$ cat config.mk
export PLATFORM = sky130hd
export DESIGN_NAME = q6k_rowacc_flat
export DESIGN_NICKNAME = d
export VERILOG_FILES = /design/src/hdl/q6k_pkg.sv /design/src/hdl/q6k_out_if.sv /design/src/hdl/q6k_rowacc.sv /design/src/flat_wrapper.sv
export SDC_FILE = /design/constraint.sdc
export NUM_CORES = 1
export LEC_CHECK = 0
export ABC_AREA = 1
export BUFFER_PORTS_ARGS = -buffer_cell sky130_fd_sc_hd__buf_2
export CORE_MARGIN = 1
export CORE_UTILIZATION = 52
export CTS_CLUSTER_DIAMETER = 200
export DETAILED_ROUTE_END_ITERATION = 10
export PLACE_DENSITY = 0.75
export SYNTH_ARGS = -nofsm -noshare
export SYNTH_HDL_FRONTEND = slang
export SYNTH_SLANG_ARGS = --single-unit
$ cat constraint.sdc
create_clock -name clk -period 5.6 [get_ports clk]
set_input_delay 0.84 -clock clk [delete_from_list [all_inputs] [get_ports clk]]
set_output_delay 0.84 -clock clk [all_outputs]
set_load 0.05 [all_outputs]
$ cat src/hdl/q6k_pkg.sv
// ----------------------------------------------------------------------------
// q6k_pkg
// types and constants shared by the q6_k row dot-product block
// ----------------------------------------------------------------------------
`default_nettype none

package q6k_pkg;

	localparam int LANES      = 4;
	localparam int LANE_W     = $clog2(LANES);
	localparam int POS_W      = 6;
	localparam int BANK_AW    = 2;
	localparam int CODE_W     = 6;
	localparam int SCALE_W    = 8;
	localparam int ACT_W      = 16;
	localparam int HALF_W     = 16;
	localparam int QS_W       = CODE_W + SCALE_W;
	localparam int PROD_W     = QS_W + ACT_W;
	localparam int SUM4_W     = PROD_W + LANE_W;
	localparam int BLK_W      = 38;
	localparam int MANT_W     = 11;
	localparam int EXP_W      = 5;
	localparam int SCL_W      = BLK_W + MANT_W + 1;
	localparam int SHIFT_MAX  = 29;
	localparam int WIDE_W     = SCL_W - 1 + SHIFT_MAX;
	localparam int ROW_W      = 64;

	localparam logic [POS_W-1:0]   LAST_POS  = 6'd63;
	localparam logic [CODE_W-1:0]  CODE_BIAS = 6'h20;
	localparam logic [EXP_W-1:0]   EXP_SPEC  = 5'h1f;
	localparam logic [ROW_W-1:0]   ROW_MAX   = 64'h7fff_ffff_ffff_ffff;
	localparam logic [ROW_W-1:0]   ROW_MIN   = 64'h8000_0000_0000_0000;

	typedef enum logic [1:0] {
		OP_GROUP_SCALE = 2'd0,
		OP_BLOCK_SCALE = 2'd1,
		OP_DATA        = 2'd2
	} op_t;

	typedef logic signed [PROD_W-1:0] lane_prod_t;

	// per-beat control traveling alongside the lanes
	typedef struct packed {
		logic              valid;
		logic              last;
		logic              row_end;
		logic [HALF_W-1:0] d_bits;
	} item_ctrl_t;

	// finished block sum heading into the scaling stages
	typedef struct packed {
		logic              valid;
		logic              row_end;
		logic [HALF_W-1:0] d_bits;
	} blk_ctrl_t;

	// scaled block contribution heading into the row accumulator
	typedef struct packed {
		logic valid;
		logic row_end;
		logic bad;
		logic clip;
	} blk_res_t;

endpackage

`default_nettype wire

$ cat src/hdl/q6k_out_if.sv
// ----------------------------------------------------------------------------
// q6k_out_if
// output channel: one row result per beat
// ----------------------------------------------------------------------------
`default_nettype none

interface q6k_out_if;
	logic               valid;
	logic               ready;
	logic signed [63:0] row_sum;
	logic               saturated;
	logic               bad_scale;

	modport source (output valid, row_sum, saturated, bad_scale, input ready);
	modport sink (input valid, row_sum, saturated, bad_scale, output ready);
endinterface

`default_nettype wire

$ cat src/hdl/q6k_rowacc.sv
// ----------------------------------------------------------------------------
// q6k_rowacc
// saturating row accumulator and result output register
// ----------------------------------------------------------------------------
`default_nettype none

module q6k_rowacc (
	input  wire logic                      clk,
	input  wire logic                      arst_n,
	input  q6k_pkg::blk_res_t              res,
	input  wire logic [q6k_pkg::ROW_W-1:0] res_val,
	output logic                           stall,
	q6k_out_if.source                      result
);
	import q6k_pkg::*;

	logic [ROW_W-1:0] acc_q;
	logic             clip_q;
	logic             bad_q;
	logic [ROW_W:0]   sum;
	logic             add_over;
	logic [ROW_W-1:0] acc_new;
	logic             clip_new;
	logic             bad_new;
	logic             take;
	logic             load;
	logic             out_valid_q;
	logic [ROW_W-1:0] sum_q;
	logic             sat_q;
	logic             badf_q;

	assign sum      = {acc_q[ROW_W-1], acc_q} + {res_val[ROW_W-1], res_val};
	assign add_over = sum[ROW_W] ^ sum[ROW_W-1];
	assign acc_new  = add_over ? (sum[ROW_W] ? ROW_MIN : ROW_MAX) : sum[ROW_W-1:0];
	assign clip_new = clip_q | res.clip | add_over;
	assign bad_new  = bad_q | res.bad;

	// hold the whole pipeline while a finished row cannot enter a full output
	assign stall = res.valid & res.row_end & out_valid_q & ~result.ready;
	assign take  = res.valid & ~stall;
	assign load  = take & res.row_end;

	always_ff @(posedge clk or negedge arst_n) begin
		if (!arst_n) begin
			acc_q       <= '0;
			clip_q      <= 1'b0;
			bad_q       <= 1'b0;
			out_valid_q <= 1'b0;
		end else begin
			if (take) begin
				acc_q  <= res.row_end ? '0 : acc_new;
				clip_q <= res.row_end ? 1'b0 : clip_new;
				bad_q  <= res.row_end ? 1'b0 : bad_new;
			end
			if (load) begin
				out_valid_q <= 1'b1;
			end else if (result.ready) begin
				out_valid_q <= 1'b0;
			end
		end
	end

	always_ff @(posedge clk) begin
		if (load) begin
			sum_q  <= acc_new;
			sat_q  <= clip_new;
			badf_q <= bad_new;
		end
	end

	assign result.valid     = out_valid_q;
	assign result.row_sum   = signed'(sum_q);
	assign result.saturated = sat_q;
	assign result.bad_scale = badf_q;
endmodule

`default_nettype wire

$ cat src/flat_wrapper.sv
// flat-port wrapper written by rule: the top's interface ports become plain ports
module q6k_rowacc_flat import q6k_pkg::*;
  (clk, arst_n, res, res_val, stall, result_valid, result_row_sum, result_saturated, result_bad_scale, result_ready);
  q6k_out_if result_i ();
  input  wire logic clk;
  input  wire logic arst_n;
  input  q6k_pkg::blk_res_t res;
  input  wire logic [q6k_pkg::ROW_W-1:0] res_val;
  output logic stall;
  output wire logic [$bits(result_i.valid)-1:0] result_valid;
  output wire logic [$bits(result_i.row_sum)-1:0] result_row_sum;
  output wire logic [$bits(result_i.saturated)-1:0] result_saturated;
  output wire logic [$bits(result_i.bad_scale)-1:0] result_bad_scale;
  input wire logic [$bits(result_i.ready)-1:0] result_ready;
  assign result_valid = result_i.valid;
  assign result_row_sum = result_i.row_sum;
  assign result_saturated = result_i.saturated;
  assign result_bad_scale = result_i.bad_scale;
  assign result_i.ready = result_ready;
  q6k_rowacc u_core (.clk(clk), .arst_n(arst_n), .res(res), .res_val(res_val), .stall(stall), .result(result_i));
endmodule
### Word level (Yosys, flattened, before mapping)

Index checks and enable logic that the tools add are counted.
Widths: inputs -> output; s select.

| storage, ports and cells | value |
|---|---|
| flip-flop bits (word level) | 133 |
| word-level logic and storage cells | 27 |
| output and inout bits | 68 |
| input bits | 71 |

| cells by class | value |
|---|---|
| reduce and logical (&&, ||, !) cells | 1 |
| bitwise gates (word level) | 11 |
| mux-type cells | 7 |
| add/subtract/negate cells | 1 |

Operators by type and width:

| cell | count |
|---|---|
| $mux 64 | 3 |
| $add 64x64->65 | 1 |
| $and 1x1->1 | 5 |
| $mux 1 | 4 |
| $or 1x1->1 | 3 |
| $not 1->1 | 2 |
| $reduce_bool 2->1 | 1 |
| $xor 1x1->1 | 1 |

### Logic depth before layout (Yosys ltp)

Gate-level depths: netlist of run 1.

| logic depth | value |
|---|---|
| depth after elaboration | 7 |
| gate-level depth with buffers | 23 |

### Worst setup path before layout of run 1

Ideal clock, no wire load.

| timing | value |
|---|---|
| path type | in2reg |
| start | in res[3] in the netlist's numbering |
| end | reg u_core.badf_q, in the netlist u_core.result.bad_scale, enable pin |
| data required time | 5.107 ns |
| setup slack | 1.385 ns |
| cell stages on the path | 2 |
| arrival time | 3.721 ns |
| buffers on the path | 0 |
| path through | nand2_1 > nor2_1 |

| on the way | value |
|---|---|
| longest elaborated chain between the ends | 6 |

Ends and longest elaborated chain:

| what | line | RTL |
|---|---|---|
| start, declared | flat_wrapper.sv:7 | `input q6k_pkg::blk_res_t res;` |
| $and 1x1->1 (3 in series) | q6k_rowacc.sv:39 | `assign stall = res.valid & res.row_end & out_valid_q & ~result.ready;` |
| $not 1->1 | q6k_rowacc.sv:40 | `assign take = res.valid & ~stall;` |
| $and 1x1->1 (*) | q6k_rowacc.sv:40 |  |
| $and 1x1->1 (*) | q6k_rowacc.sv:41 | `assign load = take & res.row_end;` |
| net u_core.load | q6k_rowacc.sv:26 | `logic load;` |
| end signal, assigned | q6k_rowacc.sv:67 | `badf_q <= bad_new;` |
| end, declared | q6k_rowacc.sv:30 | `logic badf_q;` |

Mark *: on every way through the listed nets, which the timed path passes. The rest lies on a longest branch.
A chain may end at the register's enable or synchronous reset.

### Final worst setup path of run 1

| timing | value |
|---|---|
| start | in res_val[0] in the netlist's numbering |
| end | reg u_core.acc_q[33] |

| on the way | value |
|---|---|
| longest elaborated chain between the ends | 4 |

Ends and longest elaborated chain:

| what | line | RTL |
|---|---|---|
| start, declared | flat_wrapper.sv:8 | `input wire logic [q6k_pkg::ROW_W-1:0] res_val;` |
| $add 64x64->65 (*) | q6k_rowacc.sv:32 | `assign sum = {acc_q[ROW_W-1], acc_q} + {res_val[ROW_W-1], res_val};` |
| $mux 64 or $xor 1x1->1 (tied branches) | q6k_rowacc.sv:34, q6k_rowacc.sv:33 |  |
| $mux 64 (*) | q6k_rowacc.sv:34 | `assign acc_new = add_over ? (sum[ROW_W] ? ROW_MIN : ROW_MAX) : sum[ROW_W-1:0];` |
| net u_core.acc_new[33] | q6k_rowacc.sv:22 | `logic [ROW_W-1:0] acc_new;` |
| $mux 64 (*) | q6k_rowacc.sv:51 | `acc_q <= res.row_end ? '0 : acc_new;` |
| end signal, assigned | q6k_rowacc.sv:51 |  |
| end, declared | q6k_rowacc.sv:17 | `logic [ROW_W-1:0] acc_q;` |

Marked as above.

==> flow_metrics.tcl, run 1 <==
set metrics [dict create \
    wl_met2_mm 14.2 \
    crit_cells 21 \
    crit_family "simple AND/OR/NAND/NOR gates" \
    wl_per_cell_um 16.4 \
    hp-class "reg2reg" \
    cp_max_fo 39 \
    min_period_ns 3.71 \
    drtAntennaViolNets 0 \
    period_share 0.663 \
    fin_ws_ns 1.89 \
    relSlewSlack 0.187 \
    clock-root-buffer "clkbuf_16" \
    synth_edf_count 66 \
    crit_type "in2reg" \
    ys.flop_type "dfrtp_1" \
    stdcell_area_mm2 0.0121 \
    switchingPower_mw 4.17 \
    final_layout_size_suffix_gt1_frac 0.173 \
    place_congestion 0.974 \
    p_int_mw 3.74 \
    cellPowerDensity_mw_per_mm2 651 \
    cts_hold_buf 0 \
    drv_cap 0 \
    drt_iter0_drc 747 \
    cts_resized 0 \
    ys_seq_area_frac 0.343 \
    clk_path_buf_depth 2 \
    sequentialPowerShare 0.222 \
    syn-num-nets 1699 \
    ys_types 40 \
    slew_violations 0 \
    outcome "finished clean" \
    ys_ff_latch 133 \
    die_y_um 145 \
    routed_wl_mm 32.5 \
    power_mw 7.91 \
    cts_buffers 17 \
    ir_drop_uv 282 \
    initial_core_util 0.529 \
    netlist_area_mm2 0.0107 \
    dpl_worst_slack_ns 1.49 \
    p_clk_frac 0.139 \
    arrival_ns 4.07 \
    final_nets 1835 \
    cp_slowest_cell "nand2_2" \
    reg2regPathDepth 20 \
    antenna_found_initial 0 \
    syn2layout_area_growth_pct 13.7 \
    mostFrequentLayoutCell "nand2_1" \
    crit_chain "buf_2 > ha_1 > inv_1 > fa_1 > inv_1 > nand3_1 > nand2_1 > nand2_1 > nand2_2 > nand2_1 > nand2_2 > nand2_1 > nand2_2 > nand2_2 > nand3_1 > nand2_2 > nand2_2 > nand3_1 > nand2_4 > nand2_1 > nand2_1" \
    pin_count 139 \
    track_usage 0.319 \
    worst_setup_path_end_kind "register" \
    rows 52 \
    drc_errors 0 \
    synth_cells 1563 \
    fillCellCount 1943 \
    finClkSkew_ns 0.0111 \
    async_flop_share 0.504 \
    globalRouteOverflowTotal 0 \
    worst-path-buf-inv 3 \
    coreArea_mm2 0.0202 \
    grt_max_degree 68 \
    route.met3.wl_mm 2.12 \
    vias_per_cell 5.13 \
    r2r_setup_slack_ns 2.02 \
    die_area_mm2 0.0211 \
    swShare 0.528 \
    dp_hpwl_mm 26.0 \
    grt_pass1_wl_mm 52.2 \
    leakage_nw 6.59 \
    avgSynthCellArea_um2 6.83 \
    holdWs_ns 0.485 \
    worst_skew_pair.late_latency_ns 0.43 \
    finalHoldViolations 0 \
    cts_sinks 133 \
    worst_slew_pin_slew_ns 1.22 \
    layout_common_cells "nand2_1, inv_1, buf_2, nor2_1, a21oi_1" \
    fin_tns_setup_ns 0 \
    worst_ep_required_time_ns 5.96 \
    cts_tree "built" \
    rsz0062_at_grt "false" \
    vias 10200 \
    max_stage_delay_ns 0.73 \
    wl_met1_mm 15.5 \
    antenna_cells 0 \
    crit_end "u_core.acc_q[33]" \
    grt_pass1_vias 9730 \
    cp-startpoint "res_val[0]" \
    synth_warnings 0 \
    r2r-end "u_core.acc_q[33]" \
    combinationalPowerShare 0.639 \
    top_layer "met4" \
    placed_area_mm2 0.0116 \
    drt_pass1_iterations 5 \
    path_clk_slew_ns 0.06 \
    clock.fmax_mhz 269 \
    r2r_start "u_core.acc_q[0]" \
    die_x_um 145 \
    postCtsSetupRepairBufs 0 \
    h-tree-depth 4 \
    cp-start-kind "primary input" \
    finalSetupViolations 0 \
    io_buffers 138 \
]
stage by stage:
step	std cells	utilization
6_report	1982	0.602
5_1_grt	1982	0.602
4_1_cts	1982	0.602
3_5_place_dp	1950	0.574
3_3_place_gp	1950	0.574
2_1_floorplan	1563	-
flip-flops by register name (all words and copies together), names as in the netlist:
register	flops
u_core.result.saturated	1
u_core.result.row_sum	64
u_core.acc_q	64
u_core.result.bad_scale	1
u_core.clip_q	1
u_core.result.valid	1
u_core.bad_q	1
cell type report:
type                       instances  area (um^2)  share of cell area
multi-input combinational       1206         6110               0.503
sequential                       133         3660               0.301
inverter                         198          743              0.0612
timing repair buffer             143          728              0.0600
clock buffer                      19          443              0.0365
tap                              270          338              0.0278
clock inverter                    13          125              0.0103
power by group through the flow:
stage	Clock [mW]	Combinational [mW]	Sequential (mW)
4_1_cts	1.11	5.02	1.76
3_3_place_gp	0	4.92	1.76
2_1_floorplan	0	3.46	2.19
5_1_grt	1.16	5.57	1.79
6_report	1.10	5.05	1.76
3_5_place_dp	0	5.00	1.76
Yosys cell counts (3+ instances only):
cell | number | share of area
o21ai_0 | 18 | 0.0084
nand4_1 | 5 | 0.0029
xor2_1 | 30 | 0.025
clkbuf_1 | 10 | 0.0035
dfrtp_1 | 67 | 0.16
inv_1 | 185 | 0.065
nor2_1 | 123 | 0.043
o21ai_2 | 21 | 0.017
buf_2 | 5 | 0.0023
inv_2 | 13 | 0.0046
a21oi_1 | 71 | 0.033
edfxtp_1 | 66 | 0.19
nand2_4 | 10 | 0.011
a21oi_2 | 6 | 0.0049
o21ai_1 | 3 | 0.0014
nor2_4 | 4 | 0.0042
nor3_1 | 17 | 0.0080
buf_6 | 7 | 0.0074
ha_1 | 64 | 0.075
nand3_1 | 54 | 0.025
nand2_1 | 662 | 0.23
o21bai_1 | 23 | 0.016
xnor2_1 | 7 | 0.0057
nand3b_1 | 15 | 0.011
nor3_2 | 3 | 0.0028
nor2_2 | 6 | 0.0035
nand2_2 | 55 | 0.032
worst min-delay path by stage:
stage | start | end | depth (start not counted)
after floorplan | u_core.clip_q | u_core.clip_q | 2
after global placement | u_core.clip_q | u_core.clip_q | 2
after detailed placement | u_core.clip_q | u_core.clip_q | 2
after CTS | u_core.clip_q | u_core.clip_q | 2
after global routing | u_core.acc_q[27] | u_core.acc_q[27] | 2
final | u_core.clip_q | u_core.clip_q | 2
worst register-to-register path: stages (launching register included):
cell and delay [ns]:
dfrtp_1 0.35, ha_1 0.20, inv_1 0.07, fa_1 0.39, inv_1 0.07, nand3_1 0.06
nand2_1 0.18, nand2_1 0.10, nand2_2 0.12, nand2_1 0.08, nand2_2 0.09, nand2_1 0.08
nand2_2 0.12, nand2_2 0.09, nand3_1 0.10, nand2_2 0.09, nand2_2 0.73, nand3_1 0.34
nand2_4 0.13, nand2_1 0.05, nand2_1 0.08
layer usage:
layer	up-vias	GRT usage
li1	5158	-
met1	4622	0.462
met2	342	0.489
met3	49	0.0560
met4	0	0.0863
met5	-	0
cell families after synthesis:
logic type,share of synthesized area
AOI/OAI and AO/OA,0.0830
buffers and inverters,0.0872
adders and majority gates,0.0769
DFF,0.343
and+or+nand+nor,0.380
xor gates and xnor gates,0.0304
Note: power is estimated with default switching activity, not from simulation.
==> run 2, diff against run 1 <==
- PLACE_DENSITY: 0.75 -> 0.78
- clock period: 5.6 -> 3 ns (I/O delays scaled with it)
==> run 2 against run 1 <==
Net effect: hold slack worse by 0.35 ns; final cell count up 2.0%; global-route usage down 0.19 points; sequential power up 87%; sequential share of layout area down 1.1 points; routed wire length up 1.6%.
==> flow_metrics.tcl, run 2 (synthesized netlist as in run 1, its figures left out) <==
set metrics [dict create \
    worst_slew_pin_slew_ns 0.913 \
    arrival_ns 2.98 \
    r2r_start "u_core.acc_q[6]" \
    reg2regPathDepth 16 \
    drt_iter0_drc 778 \
    place_congestion 1.01 \
    pin_count 139 \
    min_period_ns 2.80 \
    clock-root-buffer "clkbuf_16" \
    finalHoldViolations 0 \
    crit_family "simple AND/OR/NAND/NOR gates" \
    finalSetupViolations 0 \
    cts_hold_buf 0 \
    worst_setup_path_end_kind "register" \
    outcome "finished clean" \
    r2r_setup_slack_ns 0.20 \
    worst-path-buf-inv 2 \
    final_layout_size_suffix_gt1_frac 0.192 \
    crit_chain "ha_1 > nand2_1 > inv_1 > a21oi_2 > nand2_2 > nand2_1 > nand2_2 > nand2_1 > nand2_2 > nand2_2 > nand2_2 > nand2_1 > nand2_2 > nand2_4 > buf_12 > nand2_2" \
    coreArea_mm2 0.0202 \
    ir_drop_uv 721 \
    grt_most_used_layer "met2" \
    globalRouteOverflowTotal 0 \
    die_x_um 145 \
    h-tree-depth 4 \
    antenna_cells 0 \
    wl_per_cell_um 16.3 \
    met2_usage 0.512 \
    initial_core_util 0.529 \
    cp-start-kind "register" \
    grt_max_degree 36 \
    die_area_mm2 0.0211 \
    grt_use_met3 0.0406 \
    relSlewSlack 0.390 \
    crit_type "reg2reg" \
    clock.fmax_mhz 357 \
    finClkSkew_ns 0.0155 \
    cts_tree "built" \
    leakage_nw 6.84 \
    layout_common_cells "nand2_1, inv_1, buf_2, nor2_1, a21oi_1" \
    max_stage_delay_ns 0.39 \
    drc_errors 0 \
    fin_tns_setup_ns 0 \
    grt_use_met1 0.444 \
    rsz0062_at_grt "false" \
    r2r-end "u_core.result.row_sum[37]" \
    fillCellCount 1889 \
    vias_per_cell 5.18 \
    drtAntennaViolNets 0 \
    cts_sinks 133 \
    clk_path_buf_depth 2 \
    drv_cap 0 \
    power_mw 15.5 \
    grt_pass1_wl_mm 51.8 \
    rows 52 \
    mostFrequentLayoutCell "nand2_1" \
    drt_pass1_iterations 6 \
    antenna_found_initial 0 \
    cp_slowest_cell "dfrtp_1" \
    dp_hpwl_mm 26.4 \
    worst_skew_pair.late_latency_ns 0.44 \
    path_clk_slew_ns 0.06 \
    cellPowerDensity_mw_per_mm2 1230 \
    period_share 0.935 \
    grt_pass1_vias 9954 \
    cp_max_fo 31 \
    worst_ep_required_time_ns 3.18 \
    hp-class "in2async" \
    slew_violations 0 \
    cts_buffers 17 \
    syn2layout_area_growth_pct 18.0 \
    vias 10500 \
    routed_wl_mm 33.0 \
    holdWs_ns 0.132 \
    track_usage 0.317 \
    io_buffers 138 \
    final_nets 1874 \
    cp_common_cell "nand2_2" \
    die_y_um 145 \
]
-- run 2: cell count changes in the layout (fill, tap and decap cells not counted), sizes merged --
cell	previous run	this run
buf	143	182
bufinv	1	3
clkinv	7	3
clkinvlp	2	3
inv	201	202
-- run 2: worst max-delay path by stage --
stage	startpoint	end	slack, ns	cells after the start
after floorplan	u_core.result.valid	u_core.result.bad_scale	0.14	3
after global placement	res_val[0]	u_core.result.row_sum[50]	0.09	18
after detailed placement	res_val[0]	u_core.result.row_sum[50]	0.04	18
after CTS	u_core.acc_q[0]	u_core.result.row_sum[50]	0.17	17
after global routing	u_core.acc_q[0]	u_core.acc_q[50]	0.03	18
final	u_core.acc_q[6]	u_core.result.row_sum[37]	0.20	16
-- run 2: what timing repair did --
action                     4_1_cts  5_1_grt
setup buffers                    0        0
setup endpoints to repair        0        4
gates resized for setup          0        1
hold endpoints to repair         0        0
-- run 2: area by class of cell --
class	count	area, um^2	share of cell area
clock buffer	19	453	0.0360
inverter	198	743	0.0590
sequential	133	3660	0.291
multi-input combinational	1206	6110	0.485
clock inverter	13	170	0.0135
timing repair buffer	182	1120	0.0890
tap	270	338	0.0268
-- run 2: worst register-to-register path: stages, from the launching register on --
cell	delay, ns
dfrtp_1	0.39
ha_1	0.34
nand2_1	0.15
inv_1	0.07
a21oi_2	0.22
nand2_2	0.13
nand2_1	0.10
nand2_2	0.08
nand2_1	0.09
nand2_2	0.12
nand2_2	0.12
nand2_2	0.06
nand2_1	0.07
nand2_2	0.09
nand2_4	0.12
buf_12	0.25
nand2_2	0.15
-- run 2: where the power goes --
part	internal [mW]	switching (mW)	leakage, nW
combinational	3.27	6.71	5.07
sequential	2.95	0.337	1.48
clock	1.36	0.907	0.297
-- run 2: layer usage --
| metal | vias up | wire length [um] |
|---|---|---|
| met5 | - | 0 |
| met2 | 395 | 15100 |
| met4 | 0 | 668 |
| met3 | 47 | 2070 |
| li1 | 5258 | - |
| met1 | 4772 | 15200 |
-- run 2: through the flow --
stage	instance area, um^2	util	instances	worst slack (ns)
final	12600	0.624	2021	0.196
after CTS	12600	0.624	2021	0.174
after global routing	12600	0.624	2021	0.0340
after detailed placement	12000	0.593	1989	0.0434
after floorplan	10700	-	1563	0.142
after global placement	12000	0.593	1989	0.0936
==> run 3, diff against run 2 <==
- CORE_UTILIZATION: 52 -> 37
- PLACE_DENSITY: 0.78 -> 0.59
- SLEW_MARGIN: not set -> 30
==> run 3 against run 2 <==
Net effect: routed wire length increased by 4.8%; register-to-register slack hardly changed; clock power is 14% lower; clock-buffer cell count rose by 2.
==> flow_metrics.tcl, run 3 (synthesized netlist as in run 1, its figures left out) <==
set metrics [dict create \
    vias_per_cell 4.80 \
    slew_violations 0 \
    wl_met1_mm 17.1 \
    relSlewSlack 0.603 \
    syn2layout_area_growth_pct 18.9 \
    pin_count 139 \
    h-tree-depth 4 \
    routed_wl_mm 34.6 \
    fillCellCount 3065 \
    io_buffers 138 \
    globalRouteOverflowTotal 0 \
    cts_buffers 17 \
    clock-root-buffer "clkbuf_16" \
    crit_chain "ha_1 > nand2_1 > inv_1 > a21oi_1 > nand2_1 > nand2_1 > nand2_1 > a21oi_2 > nand2_2 > nand2_1 > nand2_2 > nand2_4 > buf_12 > o21ai_2" \
    die_area_mm2 0.0295 \
    fin_cells 2134 \
    route.met3.wl_mm 1.66 \
    antenna_found_initial 0 \
    place_congestion 0.968 \
    arrival_ns 2.98 \
    worst_setup_path_end_kind "register" \
    worst_ep_required_time_ns 3.17 \
    die_x_um 172 \
    min_period_ns 2.82 \
    layout_common_cells "nand2_1, inv_1, buf_2, nor2_1, a21oi_1" \
    drt_iter0_drc 716 \
    hp-class "in2reg" \
    worst_skew_pair.late_latency_ns 0.44 \
    wl_met2_mm 15.3 \
    holdWs_ns 0.281 \
    crit_type "reg2reg" \
    max_stage_delay_ns 0.39 \
    grt_max_degree 68 \
    drtAntennaViolNets 0 \
    drc_errors 0 \
    antenna_cells 0 \
    ir_drop_uv 465 \
    outcome "finished clean" \
    multi_input_area_mm2 0.00612 \
    power_mw 15.3 \
    initial_core_util 0.380 \
    dp_hpwl_mm 28.2 \
    final_util 0.452 \
    wl_per_cell_um 16.2 \
    mostFrequentLayoutCell "nand2_1" \
    cp_max_fo 28 \
    cellPowerDensity_mw_per_mm2 1200 \
    regArea_mm2 0.00366 \
    cp_slowest_cell "dfrtp_1" \
    finalHoldViolations 0 \
    period_share 0.938 \
    path_clk_slew_ns 0.06 \
    track_usage 0.243 \
    clk_path_buf_depth 2 \
    drv_cap 0 \
    cts_sinks 133 \
    rsz0062_at_grt "false" \
    grt_pass1_vias 9953 \
    rows 61 \
    top_layer "met4" \
    cp_common_cell "nand2_1" \
    grt_pass1_wl_mm 53.9 \
    worst_slew_pin_slew_ns 0.594 \
    fin_tns_setup_ns 0 \
    dp_cells 2101 \
    die_y_um 172 \
    postCtsSetupRepairBufs 0 \
    drt_pass1_iterations 5 \
    finClkSkew_ns 0.0175 \
    coreArea_mm2 0.0281 \
    final_nets 1879 \
    finalSetupViolations 0 \
    clock.fmax_mhz 355 \
    vias 10200 \
    leakage_nw 6.83 \
    cts_tree "built" \
    final_layout_size_suffix_gt1_frac 0.192 \
    cp-start-kind "register" \
]
[run 3: worst paths after layout]
| check | startpoint | to | slack (ns) | depth (start not counted) |
|---|---|---|---|---|
| hold reg to reg | u_core.clip_q | u_core.clip_q | 0.48 | 2 |
| setup reg to reg | u_core.acc_q[37] | u_core.result.row_sum[52] | 0.18 | 14 |
| setup / recovery | u_core.acc_q[37] | u_core.result.row_sum[52] | 0.18 | 14 |
| min in group asynchronous | arst_n | u_core.acc_q[34] | 0.49 | 2 |
| max in group asynchronous | arst_n | u_core.acc_q[45] | 1.84 | 3 |
| hold / removal | res[1] | u_core.result.bad_scale | 0.28 | 3 |
[run 3: worst max-delay path, delay by kind of cell, from the launching register on]
| kind | cells | cell delay (ns) |
|---|---|---|
| buffers and inverters | 2 | 0.29 |
| AO/OA/AOI/OAI | 3 | 0.59 |
| adder cells (fa/ha/maj) | 1 | 0.34 |
| flip-flops | 1 | 0.39 |
| AND/OR/NAND/NOR | 8 | 0.92 |
[run 3: power breakdown]
part | switching (mW) | leakage, nW | internal (mW)
combinational | 6.75 | 5.10 | 3.31
sequential | 0.333 | 1.48 | 2.95
clock | 0.822 | 0.254 | 1.12
total | 7.91 | 6.83 | 7.39
[run 3: timing repair]
| item | in CTS | in global routing |
|---|---|---|
| gates resized for setup | 0 | 4 |
| hold buffers | 1 | 0 |
| endpoints found under the hold margin | 12 | 0 |
| setup endpoints to repair | 0 | 5 |
[run 3: metrics by stage]
step / worst slack (ns) / instance area [um^2]
final: 0.185 / 12700
after global routing: 0.0171 / 12700
after CTS: 0.127 / 12700
after detailed placement: -0.0481 / 12100
after global placement: -0.0421 / 12100
after floorplan: 0.142 / 10700
[run 3: layer usage]
metal | vias up | global-route usage
met2 | 236 | 0.387
met5 | - | 0
met3 | 28 | 0.0309
li1 | 5250 | -
met1 | 4725 | 0.345
met4 | 0 | 0.0685
[run 3: area by class of cell]
cell class	instances	share of cell area
clock buffer	21	0.0347
clock inverter	11	0.00680
inverter	198	0.0585
multi-input combinational	1206	0.482
sequential	133	0.288
tap	378	0.0373
timing repair buffer	187	0.0925
